### config.mk
export PLATFORM = sky130hd
export DESIGN_NAME = nmea_rmc_position_parser_top
export DESIGN_NICKNAME = d
export VERILOG_FILES = /design/src/hdl/nrmc_pkg.sv /design/src/hdl/nrmc_parse.sv /design/src/hdl/nrmc_conv.sv /design/src/hdl/nrmc_commit.sv /design/src/hdl/nmea_rmc_position_parser_top.sv
export VERILOG_INCLUDE_DIRS = /design/src /design/src/hdl
export SDC_FILE = /design/constraint.sdc
export NUM_CORES = 2
export LEC_CHECK = 0
export ABC_AREA = 1
export BUFFER_PORTS_ARGS = -buffer_cell sky130_fd_sc_hd__buf_2
export CORE_ASPECT_RATIO = 0.75
export CORE_MARGIN = 3
export CORE_UTILIZATION = 60
export CTS_BUF_LIST = sky130_fd_sc_hd__clkbuf_2 sky130_fd_sc_hd__clkbuf_4 sky130_fd_sc_hd__clkbuf_8
export CTS_CLUSTER_DIAMETER = 120
export CTS_CLUSTER_SIZE = 28
export DETAILED_ROUTE_END_ITERATION = 7
export GPL_TIMING_DRIVEN = 0
export PLACE_DENSITY = 0.81
export SETUP_SLACK_MARGIN = 0.5
export SKIP_CTS_REPAIR_TIMING = 1
export SLEW_MARGIN = 20
export SYNTH_ARGS = -nofsm -noshare
export SYNTH_HDL_FRONTEND = slang
export SYNTH_SLANG_ARGS = --single-unit
### constraint.sdc
create_clock -name clk -period 9.15 [get_ports clk]
set_input_delay 1.3725 -clock clk [delete_from_list [all_inputs] [get_ports clk]]
set_output_delay 1.3725 -clock clk [all_outputs]
set_load 0.05 [all_outputs]
### src/hdl/assert_macros.svh
// ---------------------------------------------------------------------------
// Assertion macros
// Concurrent assertion wrappers; define NO_ASSERTIONS to compile them out.
// ---------------------------------------------------------------------------
`ifndef ASSERT_MACROS_SVH
`define ASSERT_MACROS_SVH

`ifndef NO_ASSERTIONS

// same-cycle implication
`define ASSERT_IMPLIES(label, clk, rst_n, ante, cons) \
    label: assert property (@(posedge clk) disable iff (!rst_n) (ante) |-> (cons)) \
        else $error("assertion failed: implication");

// next-cycle implication
`define ASSERT_NEXT(label, clk, rst_n, ante, cons) \
    label: assert property (@(posedge clk) disable iff (!rst_n) (ante) |=> (cons)) \
        else $error("assertion failed: next-cycle implication");

`else

`define ASSERT_IMPLIES(label, clk, rst_n, ante, cons)
`define ASSERT_NEXT(label, clk, rst_n, ante, cons)

`endif

`endif

### src/hdl/nrmc_pkg.sv
// ---------------------------------------------------------------------------
// nrmc_pkg
// Shared types, characters and scaling constants of the RMC position parser.
// ---------------------------------------------------------------------------
`default_nettype none

package nrmc_pkg;

    // default configuration
    localparam int LINE_LEN_DEF        = 128;
    localparam int MAX_FRAC_DIGITS_DEF = 6;

    // fixed widths
    localparam int INT_W  = 17;  // integer digits, saturated at 99999
    localparam int CNT_W  = 3;   // fraction digit count
    localparam int FLD_W  = 3;   // field number, saturated at 7
    localparam int FS_W   = 24;  // scaled fraction, below 10^7
    localparam int DEG_W  = 10;  // whole degrees, below 1000
    localparam int MIN_W  = 7;   // whole minutes, below 100
    localparam int TOT_W  = 30;  // minutes * 10^7 plus fraction, below 10^9
    localparam int DEGS_W = 34;  // degrees * 10^7
    localparam int TQ_W   = 25;  // total / 60
    localparam int MAG_W  = 35;  // unsaturated magnitude

    // characters
    localparam logic [7:0] CH_NL    = 8'h0A;
    localparam logic [7:0] CH_NUL   = 8'h00;
    localparam logic [7:0] CH_COMMA = 8'h2C;
    localparam logic [7:0] CH_POINT = 8'h2E;
    localparam logic [7:0] CH_ZERO  = 8'h30;
    localparam logic [7:0] CH_NINE  = 8'h39;
    localparam logic [7:0] CH_A     = 8'h41;
    localparam logic [7:0] CH_C     = 8'h43;
    localparam logic [7:0] CH_M     = 8'h4D;
    localparam logic [7:0] CH_R     = 8'h52;
    localparam logic [7:0] CH_S     = 8'h53;
    localparam logic [7:0] CH_W     = 8'h57;

    // field numbers
    localparam logic [FLD_W-1:0] FLD_STATUS = 3'd2;
    localparam logic [FLD_W-1:0] FLD_LAT    = 3'd3;
    localparam logic [FLD_W-1:0] FLD_NS     = 3'd4;
    localparam logic [FLD_W-1:0] FLD_LON    = 3'd5;
    localparam logic [FLD_W-1:0] FLD_EW     = 3'd6;
    localparam logic [FLD_W-1:0] FLD_LAST   = 3'd7;

    // arithmetic constants
    localparam logic [INT_W-1:0] INT_SAT    = 17'd99999;
    localparam logic [FS_W-1:0]  SCALE      = 24'd10000000;
    localparam logic [17:0]      DIV100_MUL = 18'd167773;     // ceil(2^24 / 100)
    localparam int               DIV100_SH  = 24;
    localparam logic [28:0]      DIV15_MUL  = 29'd286331154;  // ceil(2^32 / 15)
    localparam int               DIV15_SH   = 32;
    localparam logic [31:0]      MAG_SAT    = 32'h8000_0000;
    localparam logic [31:0]      POS_MAX    = 32'h7FFF_FFFF;

    // event handed from the parser down the conversion pipeline
    typedef struct packed {
        logic conv;    // a coordinate field ends here
        logic lon;     // that field is the longitude
        logic nl;      // sentence end
        logic rmc;     // sentence carried the RMC tag
        logic status;  // status field began with 'A'
        logic south;
        logic west;
    } nrmc_evt_t;

    // 10^(7-n): scale of a fraction with n digits to units of 10^-7
    function automatic logic [FS_W-1:0] frac_scale(input logic [CNT_W-1:0] n);
        logic [FS_W-1:0] s;
        case (n)
            3'd0:    s = 24'd10000000;
            3'd1:    s = 24'd1000000;
            3'd2:    s = 24'd100000;
            3'd3:    s = 24'd10000;
            3'd4:    s = 24'd1000;
            3'd5:    s = 24'd100;
            3'd6:    s = 24'd10;
            default: s = 24'd1;
        endcase
        return s;
    endfunction

    // signed coordinate from magnitude and hemisphere
    function automatic logic signed [31:0] apply_sign(input logic [31:0] mag,
                                                      input logic neg);
        logic [31:0] v;
        if (neg)
            v = 32'd0 - mag;
        else if (mag > POS_MAX)
            v = POS_MAX;
        else
            v = mag;
        return $signed(v);
    endfunction

endpackage

`default_nettype wire

### src/hdl/nrmc_parse.sv
// ---------------------------------------------------------------------------
// nrmc_parse
// Per-character sentence parser; registers one event per accepted byte.
// ---------------------------------------------------------------------------
`default_nettype none

module nrmc_parse
    import nrmc_pkg::*;
#(
    parameter int LINE_LEN        = LINE_LEN_DEF,
    parameter int MAX_FRAC_DIGITS = MAX_FRAC_DIGITS_DEF,
    parameter int FRAC_W          = $clog2(10 ** MAX_FRAC_DIGITS)
) (
    input  wire logic               clk,
    input  wire logic               rst_n,
    input  wire logic               in_valid,
    input  wire logic [7:0]         rx_byte,
    input  wire logic               advance,
    output logic                    evt_valid_reg,
    output nrmc_evt_t               evt_reg,
    output logic [INT_W-1:0]        int_reg,
    output logic [FRAC_W-1:0]       frac_reg,
    output logic [CNT_W-1:0]        cnt_reg
);

    localparam int POS_W = $clog2(LINE_LEN);

    logic [POS_W-1:0]  pos_reg, pos_next;
    logic              term_reg, term_next;
    logic [FLD_W-1:0]  fld_reg, fld_next;
    logic              tag_reg, tag_next;
    logic              status_reg, status_next;
    logic              first_reg, first_next;
    logic [INT_W-1:0]  idig_reg, idig_next;
    logic [FRAC_W-1:0] fdig_reg, fdig_next;
    logic [CNT_W-1:0]  fcnt_reg, fcnt_next;
    logic              point_reg, point_next;
    logic              south_reg, south_next;
    logic              west_reg, west_next;

    logic              accept;
    logic              coord_fld;
    logic [3:0]        digit;
    logic [19:0]       int_acc;
    logic [FRAC_W+3:0] frac_acc;
    nrmc_evt_t         evt_next;

    assign accept    = in_valid && advance;
    assign coord_fld = (fld_reg == FLD_LAT) || (fld_reg == FLD_LON);
    assign digit     = 4'(rx_byte - CH_ZERO);
    assign int_acc   = 20'(idig_reg) * 20'd10 + 20'(digit);
    assign frac_acc  = (FRAC_W+4)'(fdig_reg) * (FRAC_W+4)'(10) + (FRAC_W+4)'(digit);

    // character decode and line state update
    always_comb
    begin
        pos_next    = pos_reg;
        term_next   = term_reg;
        fld_next    = fld_reg;
        tag_next    = tag_reg;
        status_next = status_reg;
        first_next  = first_reg;
        idig_next   = idig_reg;
        fdig_next   = fdig_reg;
        fcnt_next   = fcnt_reg;
        point_next  = point_reg;
        south_next  = south_reg;
        west_next   = west_reg;
        evt_next    = '0;

        if (accept)
        begin
            if (rx_byte == CH_NL)
            begin
                // close the sentence and restart line state
                evt_next.nl     = 1'b1;
                evt_next.conv   = coord_fld;
                evt_next.lon    = (fld_reg == FLD_LON);
                evt_next.rmc    = tag_reg && (pos_reg >= POS_W'(6));
                evt_next.status = status_reg;
                evt_next.south  = south_reg;
                evt_next.west   = west_reg;
                pos_next    = '0;
                term_next   = 1'b0;
                fld_next    = '0;
                tag_next    = 1'b1;
                status_next = 1'b0;
                first_next  = 1'b1;
                idig_next   = '0;
                fdig_next   = '0;
                fcnt_next   = '0;
                point_next  = 1'b0;
                south_next  = 1'b0;
                west_next   = 1'b0;
            end
            else if (!term_reg)
            begin
                if (rx_byte == CH_NUL)
                begin
                    term_next = 1'b1;
                end
                else if (pos_reg < POS_W'(LINE_LEN - 1))
                begin
                    // tag check at positions 3 to 5
                    if (pos_reg == POS_W'(3) && rx_byte != CH_R)
                        tag_next = 1'b0;
                    if (pos_reg == POS_W'(4) && rx_byte != CH_M)
                        tag_next = 1'b0;
                    if (pos_reg == POS_W'(5) && rx_byte != CH_C)
                        tag_next = 1'b0;
                    pos_next = pos_reg + POS_W'(1);

                    if (rx_byte == CH_COMMA)
                    begin
                        // end of field: hand digits to the converter
                        evt_next.conv = coord_fld;
                        evt_next.lon  = (fld_reg == FLD_LON);
                        idig_next  = '0;
                        fdig_next  = '0;
                        fcnt_next  = '0;
                        point_next = 1'b0;
                        if (fld_reg != FLD_LAST)
                            fld_next = fld_reg + FLD_W'(1);
                        first_next = 1'b1;
                    end
                    else
                    begin
                        if (first_reg)
                        begin
                            if (fld_reg == FLD_STATUS)
                                status_next = (rx_byte == CH_A);
                            if (fld_reg == FLD_NS)
                                south_next = (rx_byte == CH_S);
                            if (fld_reg == FLD_EW)
                                west_next = (rx_byte == CH_W);
                            first_next = 1'b0;
                        end
                        if (coord_fld)
                        begin
                            if (rx_byte == CH_POINT)
                            begin
                                point_next = 1'b1;
                            end
                            else if (rx_byte >= CH_ZERO && rx_byte <= CH_NINE)
                            begin
                                if (!point_reg)
                                begin
                                    idig_next = (int_acc > 20'(INT_SAT)) ? INT_SAT
                                                                          : int_acc[INT_W-1:0];
                                end
                                else if (fcnt_reg < CNT_W'(MAX_FRAC_DIGITS))
                                begin
                                    fdig_next = frac_acc[FRAC_W-1:0];
                                    fcnt_next = fcnt_reg + CNT_W'(1);
                                end
                            end
                        end
                    end
                end
            end
        end
    end

    // line state registers
    always_ff @(posedge clk or negedge rst_n)
    begin
        if (!rst_n)
        begin
            pos_reg    <= '0;
            term_reg   <= 1'b0;
            fld_reg    <= '0;
            tag_reg    <= 1'b1;
            status_reg <= 1'b0;
            first_reg  <= 1'b1;
            idig_reg   <= '0;
            fdig_reg   <= '0;
            fcnt_reg   <= '0;
            point_reg  <= 1'b0;
            south_reg  <= 1'b0;
            west_reg   <= 1'b0;
        end
        else
        begin
            pos_reg    <= pos_next;
            term_reg   <= term_next;
            fld_reg    <= fld_next;
            tag_reg    <= tag_next;
            status_reg <= status_next;
            first_reg  <= first_next;
            idig_reg   <= idig_next;
            fdig_reg   <= fdig_next;
            fcnt_reg   <= fcnt_next;
            point_reg  <= point_next;
            south_reg  <= south_next;
            west_reg   <= west_next;
        end
    end

    // event register: valid flag
    always_ff @(posedge clk or negedge rst_n)
    begin
        if (!rst_n)
            evt_valid_reg <= 1'b0;
        else if (advance)
            evt_valid_reg <= accept;
    end

    // event register: payload snapshot before the field clears
    always_ff @(posedge clk)
    begin
        if (advance)
        begin
            evt_reg  <= evt_next;
            int_reg  <= idig_reg;
            frac_reg <= fdig_reg;
            cnt_reg  <= fcnt_reg;
        end
    end

endmodule

`default_nettype wire

### src/hdl/nrmc_conv.sv
// ---------------------------------------------------------------------------
// nrmc_conv
// Four-stage conversion of ddmm.mmmm digits to degrees * 10^7 parts.
// ---------------------------------------------------------------------------
`default_nettype none

module nrmc_conv
    import nrmc_pkg::*;
#(
    parameter int MAX_FRAC_DIGITS = MAX_FRAC_DIGITS_DEF,
    parameter int FRAC_W          = $clog2(10 ** MAX_FRAC_DIGITS)
) (
    input  wire logic              clk,
    input  wire logic              rst_n,
    input  wire logic              advance,
    input  wire logic              evt_valid,
    input  wire nrmc_evt_t         evt,
    input  wire logic [INT_W-1:0]  int_digits,
    input  wire logic [FRAC_W-1:0] frac_val,
    input  wire logic [CNT_W-1:0]  frac_count,
    output logic                   d_valid_reg,
    output nrmc_evt_t              d_evt_reg,
    output logic [DEGS_W-1:0]      d_degs_reg,
    output logic [TQ_W-1:0]        d_tq_reg
);

    localparam int QF_W = INT_W + 18;
    localparam int FF_W = FRAC_W + FS_W;

    logic              a_valid_reg, b_valid_reg, c_valid_reg;
    nrmc_evt_t         a_evt_reg, b_evt_reg, c_evt_reg;
    logic [INT_W-1:0]  a_int_reg;
    logic [DEG_W-1:0]  a_deg_reg, b_deg_reg;
    logic [FS_W-1:0]   a_fs_reg, b_fs_reg;
    logic [MIN_W-1:0]  b_min_reg;
    logic [TOT_W-1:0]  c_tot_reg;
    logic [DEGS_W-1:0] c_degs_reg;

    logic [QF_W-1:0]   q_full;
    logic [FF_W-1:0]   fs_full;
    logic [INT_W-1:0]  hundreds;
    logic [INT_W-1:0]  rem_full;
    logic [30:0]       min_units;
    logic [56:0]       tq_full;

    // stage A: degrees by reciprocal of 100, fraction to 10^-7 units
    assign q_full  = QF_W'(int_digits) * QF_W'(DIV100_MUL);
    assign fs_full = FF_W'(frac_val) * FF_W'(frac_scale(frac_count));

    // stage B: minutes are what the degrees leave
    assign hundreds = INT_W'(a_deg_reg) * INT_W'(100);
    assign rem_full = a_int_reg - hundreds;

    // stage C: total in 10^-7 minutes, degrees in 10^-7 degrees
    assign min_units = 31'(b_min_reg) * 31'(SCALE);

    // stage D: divide by 60 as shift by 2 then reciprocal of 15
    assign tq_full = 57'(c_tot_reg[TOT_W-1:2]) * 57'(DIV15_MUL);

    // stage valid flags
    always_ff @(posedge clk or negedge rst_n)
    begin
        if (!rst_n)
        begin
            a_valid_reg <= 1'b0;
            b_valid_reg <= 1'b0;
            c_valid_reg <= 1'b0;
            d_valid_reg <= 1'b0;
        end
        else if (advance)
        begin
            a_valid_reg <= evt_valid;
            b_valid_reg <= a_valid_reg;
            c_valid_reg <= b_valid_reg;
            d_valid_reg <= c_valid_reg;
        end
    end

    // stage payloads
    always_ff @(posedge clk)
    begin
        if (advance)
        begin
            a_evt_reg  <= evt;
            a_int_reg  <= int_digits;
            a_deg_reg  <= q_full[DIV100_SH +: DEG_W];
            a_fs_reg   <= fs_full[FS_W-1:0];

            b_evt_reg  <= a_evt_reg;
            b_deg_reg  <= a_deg_reg;
            b_fs_reg   <= a_fs_reg;
            b_min_reg  <= rem_full[MIN_W-1:0];

            c_evt_reg  <= b_evt_reg;
            c_tot_reg  <= TOT_W'(min_units) + TOT_W'(b_fs_reg);
            c_degs_reg <= DEGS_W'(b_deg_reg) * DEGS_W'(SCALE);

            d_evt_reg  <= c_evt_reg;
            d_degs_reg <= c_degs_reg;
            d_tq_reg   <= tq_full[DIV15_SH +: TQ_W];
        end
    end

endmodule

`default_nettype wire

### src/hdl/nrmc_commit.sv
// ---------------------------------------------------------------------------
// nrmc_commit
// Coordinate saturation, pending coordinates, stored fix and result register.
// ---------------------------------------------------------------------------
`default_nettype none

module nrmc_commit
    import nrmc_pkg::*;
(
    input  wire logic              clk,
    input  wire logic              rst_n,
    input  wire logic              advance,
    input  wire logic              d_valid,
    input  wire nrmc_evt_t         d_evt,
    input  wire logic [DEGS_W-1:0] d_degs,
    input  wire logic [TQ_W-1:0]   d_tq,
    input  wire logic              out_stall,
    output logic                   out_valid,
    output logic                   fix_valid,
    output logic signed [31:0]     latitude,
    output logic signed [31:0]     longitude,
    output logic                   was_rmc
);

    logic [31:0]        plat_reg, plat_next;
    logic [31:0]        plon_reg, plon_next;
    logic               fix_reg, fix_next;
    logic signed [31:0] lat_reg, lat_next;
    logic signed [31:0] lon_reg, lon_next;
    logic               rmc_reg, rmc_next;
    logic               ovalid_reg, ovalid_next;

    logic               fire;
    logic [MAG_W-1:0]   mag_sum;
    logic [31:0]        mag;
    logic [31:0]        lat_src;
    logic [31:0]        lon_src;

    assign fire    = d_valid && advance;
    assign mag_sum = MAG_W'(d_degs) + MAG_W'(d_tq);
    assign mag     = (mag_sum > MAG_W'(MAG_SAT)) ? MAG_SAT : mag_sum[31:0];
    assign lat_src = (d_evt.conv && !d_evt.lon) ? mag : plat_reg;
    assign lon_src = (d_evt.conv && d_evt.lon) ? mag : plon_reg;

    // commit field ends and sentence ends
    always_comb
    begin
        plat_next   = plat_reg;
        plon_next   = plon_reg;
        fix_next    = fix_reg;
        lat_next    = lat_reg;
        lon_next    = lon_reg;
        rmc_next    = rmc_reg;
        ovalid_next = ovalid_reg && out_stall;

        if (fire)
        begin
            if (d_evt.nl)
            begin
                if (d_evt.rmc)
                begin
                    fix_next = d_evt.status;
                    if (d_evt.status)
                    begin
                        lat_next = apply_sign(lat_src, d_evt.south);
                        lon_next = apply_sign(lon_src, d_evt.west);
                    end
                end
                rmc_next    = d_evt.rmc;
                ovalid_next = 1'b1;
                plat_next   = '0;
                plon_next   = '0;
            end
            else if (d_evt.conv)
            begin
                plat_next = lat_src;
                plon_next = lon_src;
            end
        end
    end

    always_ff @(posedge clk or negedge rst_n)
    begin
        if (!rst_n)
        begin
            plat_reg   <= '0;
            plon_reg   <= '0;
            fix_reg    <= 1'b0;
            lat_reg    <= '0;
            lon_reg    <= '0;
            rmc_reg    <= 1'b0;
            ovalid_reg <= 1'b0;
        end
        else
        begin
            plat_reg   <= plat_next;
            plon_reg   <= plon_next;
            fix_reg    <= fix_next;
            lat_reg    <= lat_next;
            lon_reg    <= lon_next;
            rmc_reg    <= rmc_next;
            ovalid_reg <= ovalid_next;
        end
    end

    assign out_valid = ovalid_reg;
    assign fix_valid = fix_reg;
    assign latitude  = lat_reg;
    assign longitude = lon_reg;
    assign was_rmc   = rmc_reg;

endmodule

`default_nettype wire

### src/hdl/nmea_rmc_position_parser_top.sv
// ---------------------------------------------------------------------------
// nmea_rmc_position_parser_top
// Takes NMEA text one byte per cycle while in_stall is low and gives the
// stored fix, latitude and longitude (degrees * 10^7, south and west
// negative) at every newline, with was_rmc telling whether that sentence
// was an RMC sentence. Throughput is one byte per cycle while in_stall is
// low. The parse register loads on the accepting edge, then four
// conversion stages (divide by 100, minutes, scaling, divide by 60) and the
// result register follow. The input stalls only while a newline sits in the
// last conversion stage and the previous result is still held by out_stall.
// ---------------------------------------------------------------------------
`default_nettype none

`include "assert_macros.svh"

module nmea_rmc_position_parser_top
    import nrmc_pkg::*;
#(
    parameter int LINE_LEN        = LINE_LEN_DEF,
    parameter int MAX_FRAC_DIGITS = MAX_FRAC_DIGITS_DEF
) (
    input  wire logic         clk,
    input  wire logic         rst_n,
    input  wire logic         in_valid,
    output logic              in_stall,
    input  wire logic [7:0]   rx_byte,
    output logic              out_valid,
    input  wire logic         out_stall,
    output logic              fix_valid,
    output logic signed [31:0] latitude,
    output logic signed [31:0] longitude,
    output logic              was_rmc
);

    localparam int FRAC_W = $clog2(10 ** MAX_FRAC_DIGITS);

    logic              advance;
    logic              nl_commit;
    logic              e_valid;
    nrmc_evt_t         e_evt;
    logic [INT_W-1:0]  e_int;
    logic [FRAC_W-1:0] e_frac;
    logic [CNT_W-1:0]  e_cnt;
    logic              d_valid;
    nrmc_evt_t         d_evt;
    logic [DEGS_W-1:0] d_degs;
    logic [TQ_W-1:0]   d_tq;

    // hold the whole pipeline only when a result would overwrite a waiting one
    assign advance  = !(d_valid && d_evt.nl && out_valid && out_stall);
    assign in_stall = !advance;

    // sentence end leaving the last conversion stage
    assign nl_commit = d_valid && d_evt.nl && advance;

    nrmc_parse #(
        .LINE_LEN        (LINE_LEN),
        .MAX_FRAC_DIGITS (MAX_FRAC_DIGITS),
        .FRAC_W          (FRAC_W)
    ) u_parse (
        .clk           (clk),
        .rst_n         (rst_n),
        .in_valid      (in_valid),
        .rx_byte       (rx_byte),
        .advance       (advance),
        .evt_valid_reg (e_valid),
        .evt_reg       (e_evt),
        .int_reg       (e_int),
        .frac_reg      (e_frac),
        .cnt_reg       (e_cnt)
    );

    nrmc_conv #(
        .MAX_FRAC_DIGITS (MAX_FRAC_DIGITS),
        .FRAC_W          (FRAC_W)
    ) u_conv (
        .clk         (clk),
        .rst_n       (rst_n),
        .advance     (advance),
        .evt_valid   (e_valid),
        .evt         (e_evt),
        .int_digits  (e_int),
        .frac_val    (e_frac),
        .frac_count  (e_cnt),
        .d_valid_reg (d_valid),
        .d_evt_reg   (d_evt),
        .d_degs_reg  (d_degs),
        .d_tq_reg    (d_tq)
    );

    nrmc_commit u_commit (
        .clk       (clk),
        .rst_n     (rst_n),
        .advance   (advance),
        .d_valid   (d_valid),
        .d_evt     (d_evt),
        .d_degs    (d_degs),
        .d_tq      (d_tq),
        .out_stall (out_stall),
        .out_valid (out_valid),
        .fix_valid (fix_valid),
        .latitude  (latitude),
        .longitude (longitude),
        .was_rmc   (was_rmc)
    );

    // a stalled input always means a result is waiting at the output
    `ASSERT_IMPLIES(a_stall_cause, clk, rst_n, in_stall, out_valid && out_stall)
    // a committed sentence end always presents a result
    `ASSERT_NEXT(a_nl_result, clk, rst_n, nl_commit, out_valid)
    // stored coordinates move only at a committed sentence end
    `ASSERT_NEXT(a_coord_hold, clk, rst_n, !nl_commit, $stable({fix_valid, latitude, longitude}))

endmodule

`default_nettype wire
==> results.json <==
{
  "async_reset_ff_share_pct": 42.6,
  "ys_seq_elements": 453,
  "cp-end-kind": "flop",
  "synth-edff-count": 260,
  "antenna_left": 0,
  "max_stage_delay_ps": 540,
  "overflow": 0,
  "syn_area_per_cell_um2": 8.47,
  "finalSetupViolations": 0,
  "slowest_stage": "fa_1",
  "fin_nets": 7182,
  "synth_cell_types": 65,
  "timing.final.crit_share_pct": 90.6,
  "path_common_cell": "fa_1",
  "r2r_cells": 29,
  "clockBufferDepth": 3,
  "htree_levels": 1,
  "grt_pass1_vias": 39100,
  "die_area_um2": 86600,
  "setup_tns_ps": 0,
  "netlist_instances": 5881,
  "routedWlPerCell_um": 17.7,
  "grt_usage_pct": 29.1,
  "hold_depth": 0,
  "fmax_ghz": 0.121,
  "clk_latency_ps": 690,
  "dpl_cell_area_um2": 51900,
  "fin_ws_ps": 856,
  "tritoncts": "built",
  "vias": 39500,
  "start_util_pct": 61.3,
  "ys_top_cells_by_area": "fa_1, ha_1, edfxtp_1",
  "placementRows": 90,
  "die_y_um": 256,
  "detailed_place_hpwl_um": 105000,
  "fill_cells": 6819,
  "dr.pass1.iters": 6,
  "syn_nets": 7071,
  "finalHoldViolCount": 0,
  "yosys.area.top_type_share_pct": 18.9,
  "critical-path-top-delay-family": "adder cells",
  "clk_pin_slew_ps": 180,
  "yosysTopAreaCell": "fa_1",
  "stdcell_count": 7109,
  "period_minus_slack_ps": 8290,
  "fp.dieW_um": 339,
  "criticalPathCategory": "reg -> reg",
  "critPathArrivalTime_ps": 8760,
  "viasPerCell": 5.56,
  "clk_root_buffer_cell": "clkbuf_8",
  "ys_warn_count": 0,
  "route.detailed.drc": 0,
  "drive_above_1_share_pct": 3.13,
  "core_um2": 81300,
  "synthFlopType": "edfxtp_1",
  "syn_to_final_growth_pct": 4.88,
  "slew_headroom_pct": 40.9,
  "hp-class": "reg -> reg",
  "antenna_found_initial": 1,
  "grt_pass1_wl_um": 205000,
  "cp_max_fo": 10,
  "netlist_area_um2": 49800,
  "cp.depth": 29,
  "tightest_slew_ps": 887,
  "rsz0062_at_grt": "true",
  "grt_max_degree": 96,
  "yosysSeqAreaShare_pct": 25.4,
  "port_buffers": 79,
  "worst_ep_required_time_ps": 9620,
  "ios": 80,
  "drt_iter0_markers": 4111,
  "routed_wirelength_um": 126000,
  "max-cap-violations": 0,
  "synthTopCellsByCount": "nand2_1, inv_1, ha_1",
  "slew_violations": 0,
  "cp_num_buf_inv": 7,
  "cts_buffers": 20,
  "antenna_cells": 0,
  "fin_area_um2": 52300,
  "status": "finished clean",
  "synth_most_common_cell": "nand2_1",
  "finalWeightedCongestion": 1.03,
  "pre_cts_slack_ps": 524,
  "dpl.cell_count": 7074,
  "finalClockSkew_ps": 62.8,
  "crit_path_start_kind": "flop",
  "cts_sinks": 453
}
[layout by cell type, fill, tap and decap left out, types with 10 or more instances in the layout]
master    count
a21oi_1     235
o211ai_1     12
nor3_1       27
clkbuf_4     11
inv_1      1220
o21ai_0     179
o21bai_1     15
a31oi_1      23
clkbuf_8     20
nand4_1      34
o22ai_1      48
edfxtp_1    260
nand3_1     249
xor2_1      144
xnor2_1      65
fa_1        471
clkinv_1     10
nor2_1      482
o21a_1       11
ha_1        707
a21o_1       10
dfrtp_1     191
buf_2        79
buf_1        10
nand2_1    1253
clkbuf_1     70
nor4_1       15
o21ai_1      12
[final timing paths]
check / slack (ps) / start / endpoint
setup / recovery: 860 / u_parse.cnt_reg[2]$_DFFE_PN_ / u_conv.a_fs_reg[22]$_DFFE_PN_
hold / removal: 410 / u_conv.c_evt_reg[2]$_DFFE_PN_ / u_conv.d_evt_reg[2]$_DFFE_PN_
setup reg to reg: 860 / u_parse.cnt_reg[2]$_DFFE_PN_ / u_conv.a_fs_reg[22]$_DFFE_PN_
hold reg to reg: 410 / u_conv.c_evt_reg[2]$_DFFE_PN_ / u_conv.d_evt_reg[2]$_DFFE_PN_
max in group asynchronous: 7460 / rst_n / u_parse.idig_reg[11]$_DFFE_PN0P_
min in group asynchronous: 480 / rst_n / u_commit.latitude[10]$_DFFE_PN0P_
[area by class of cell]
class	instances	area [um2]	area share, %
well taps	1104	1380	2.64
multi-input cells	4099	32100	61.5
flip-flops and latches	453	12600	24.2
clock inverters	4	35.0	0.0670
repair buffers	89	636	1.22
clock buffers	31	358	0.685
plain buffers	96	448	0.857
inverters	1233	4630	8.86
[per-stage QoR]
stage                     utilization [%]  hold slack, ps
after floorplan                         -             400
after global placement               63.5             400
after detailed placement             63.8             405
after CTS                            64.3             412
after global routing                 64.3             426
final                                64.3             410
[logic make-up after synthesis]
kind of cell             share of synthesized area [%]
AO/OA/AOI/OAI                                     6.85
XOR/XNOR                                          3.72
adder cells (fa/ha/maj)                           36.7
buffers and inverters                             10.2
flip-flops                                        25.4
other                                          0.00753
AND/OR/NAND/NOR                                   17.2
[worst register-to-register path, delay by kind of cell, from the launching register on]
kind | cells | cell delay, ps
compound gates | 5 | 750
xor+xnor | 1 | 310
fa+ha+maj | 8 | 3730
buf+inv | 7 | 1130
flops | 1 | 520
simple gates | 8 | 1630
[routing by layer]
metal  track usage [%]  vias up  part of all wire [%]
met5                 0        -                     0
met4              5.45        0                   2.0
met3              5.91      157                   9.9
met2              44.8     1568                    44
met1              43.1    19000                    45
li1                  -    18800                     -
Power is not shown: default switching activity piles up to over one toggle a cycle in this logic, so the estimate is an artifact.
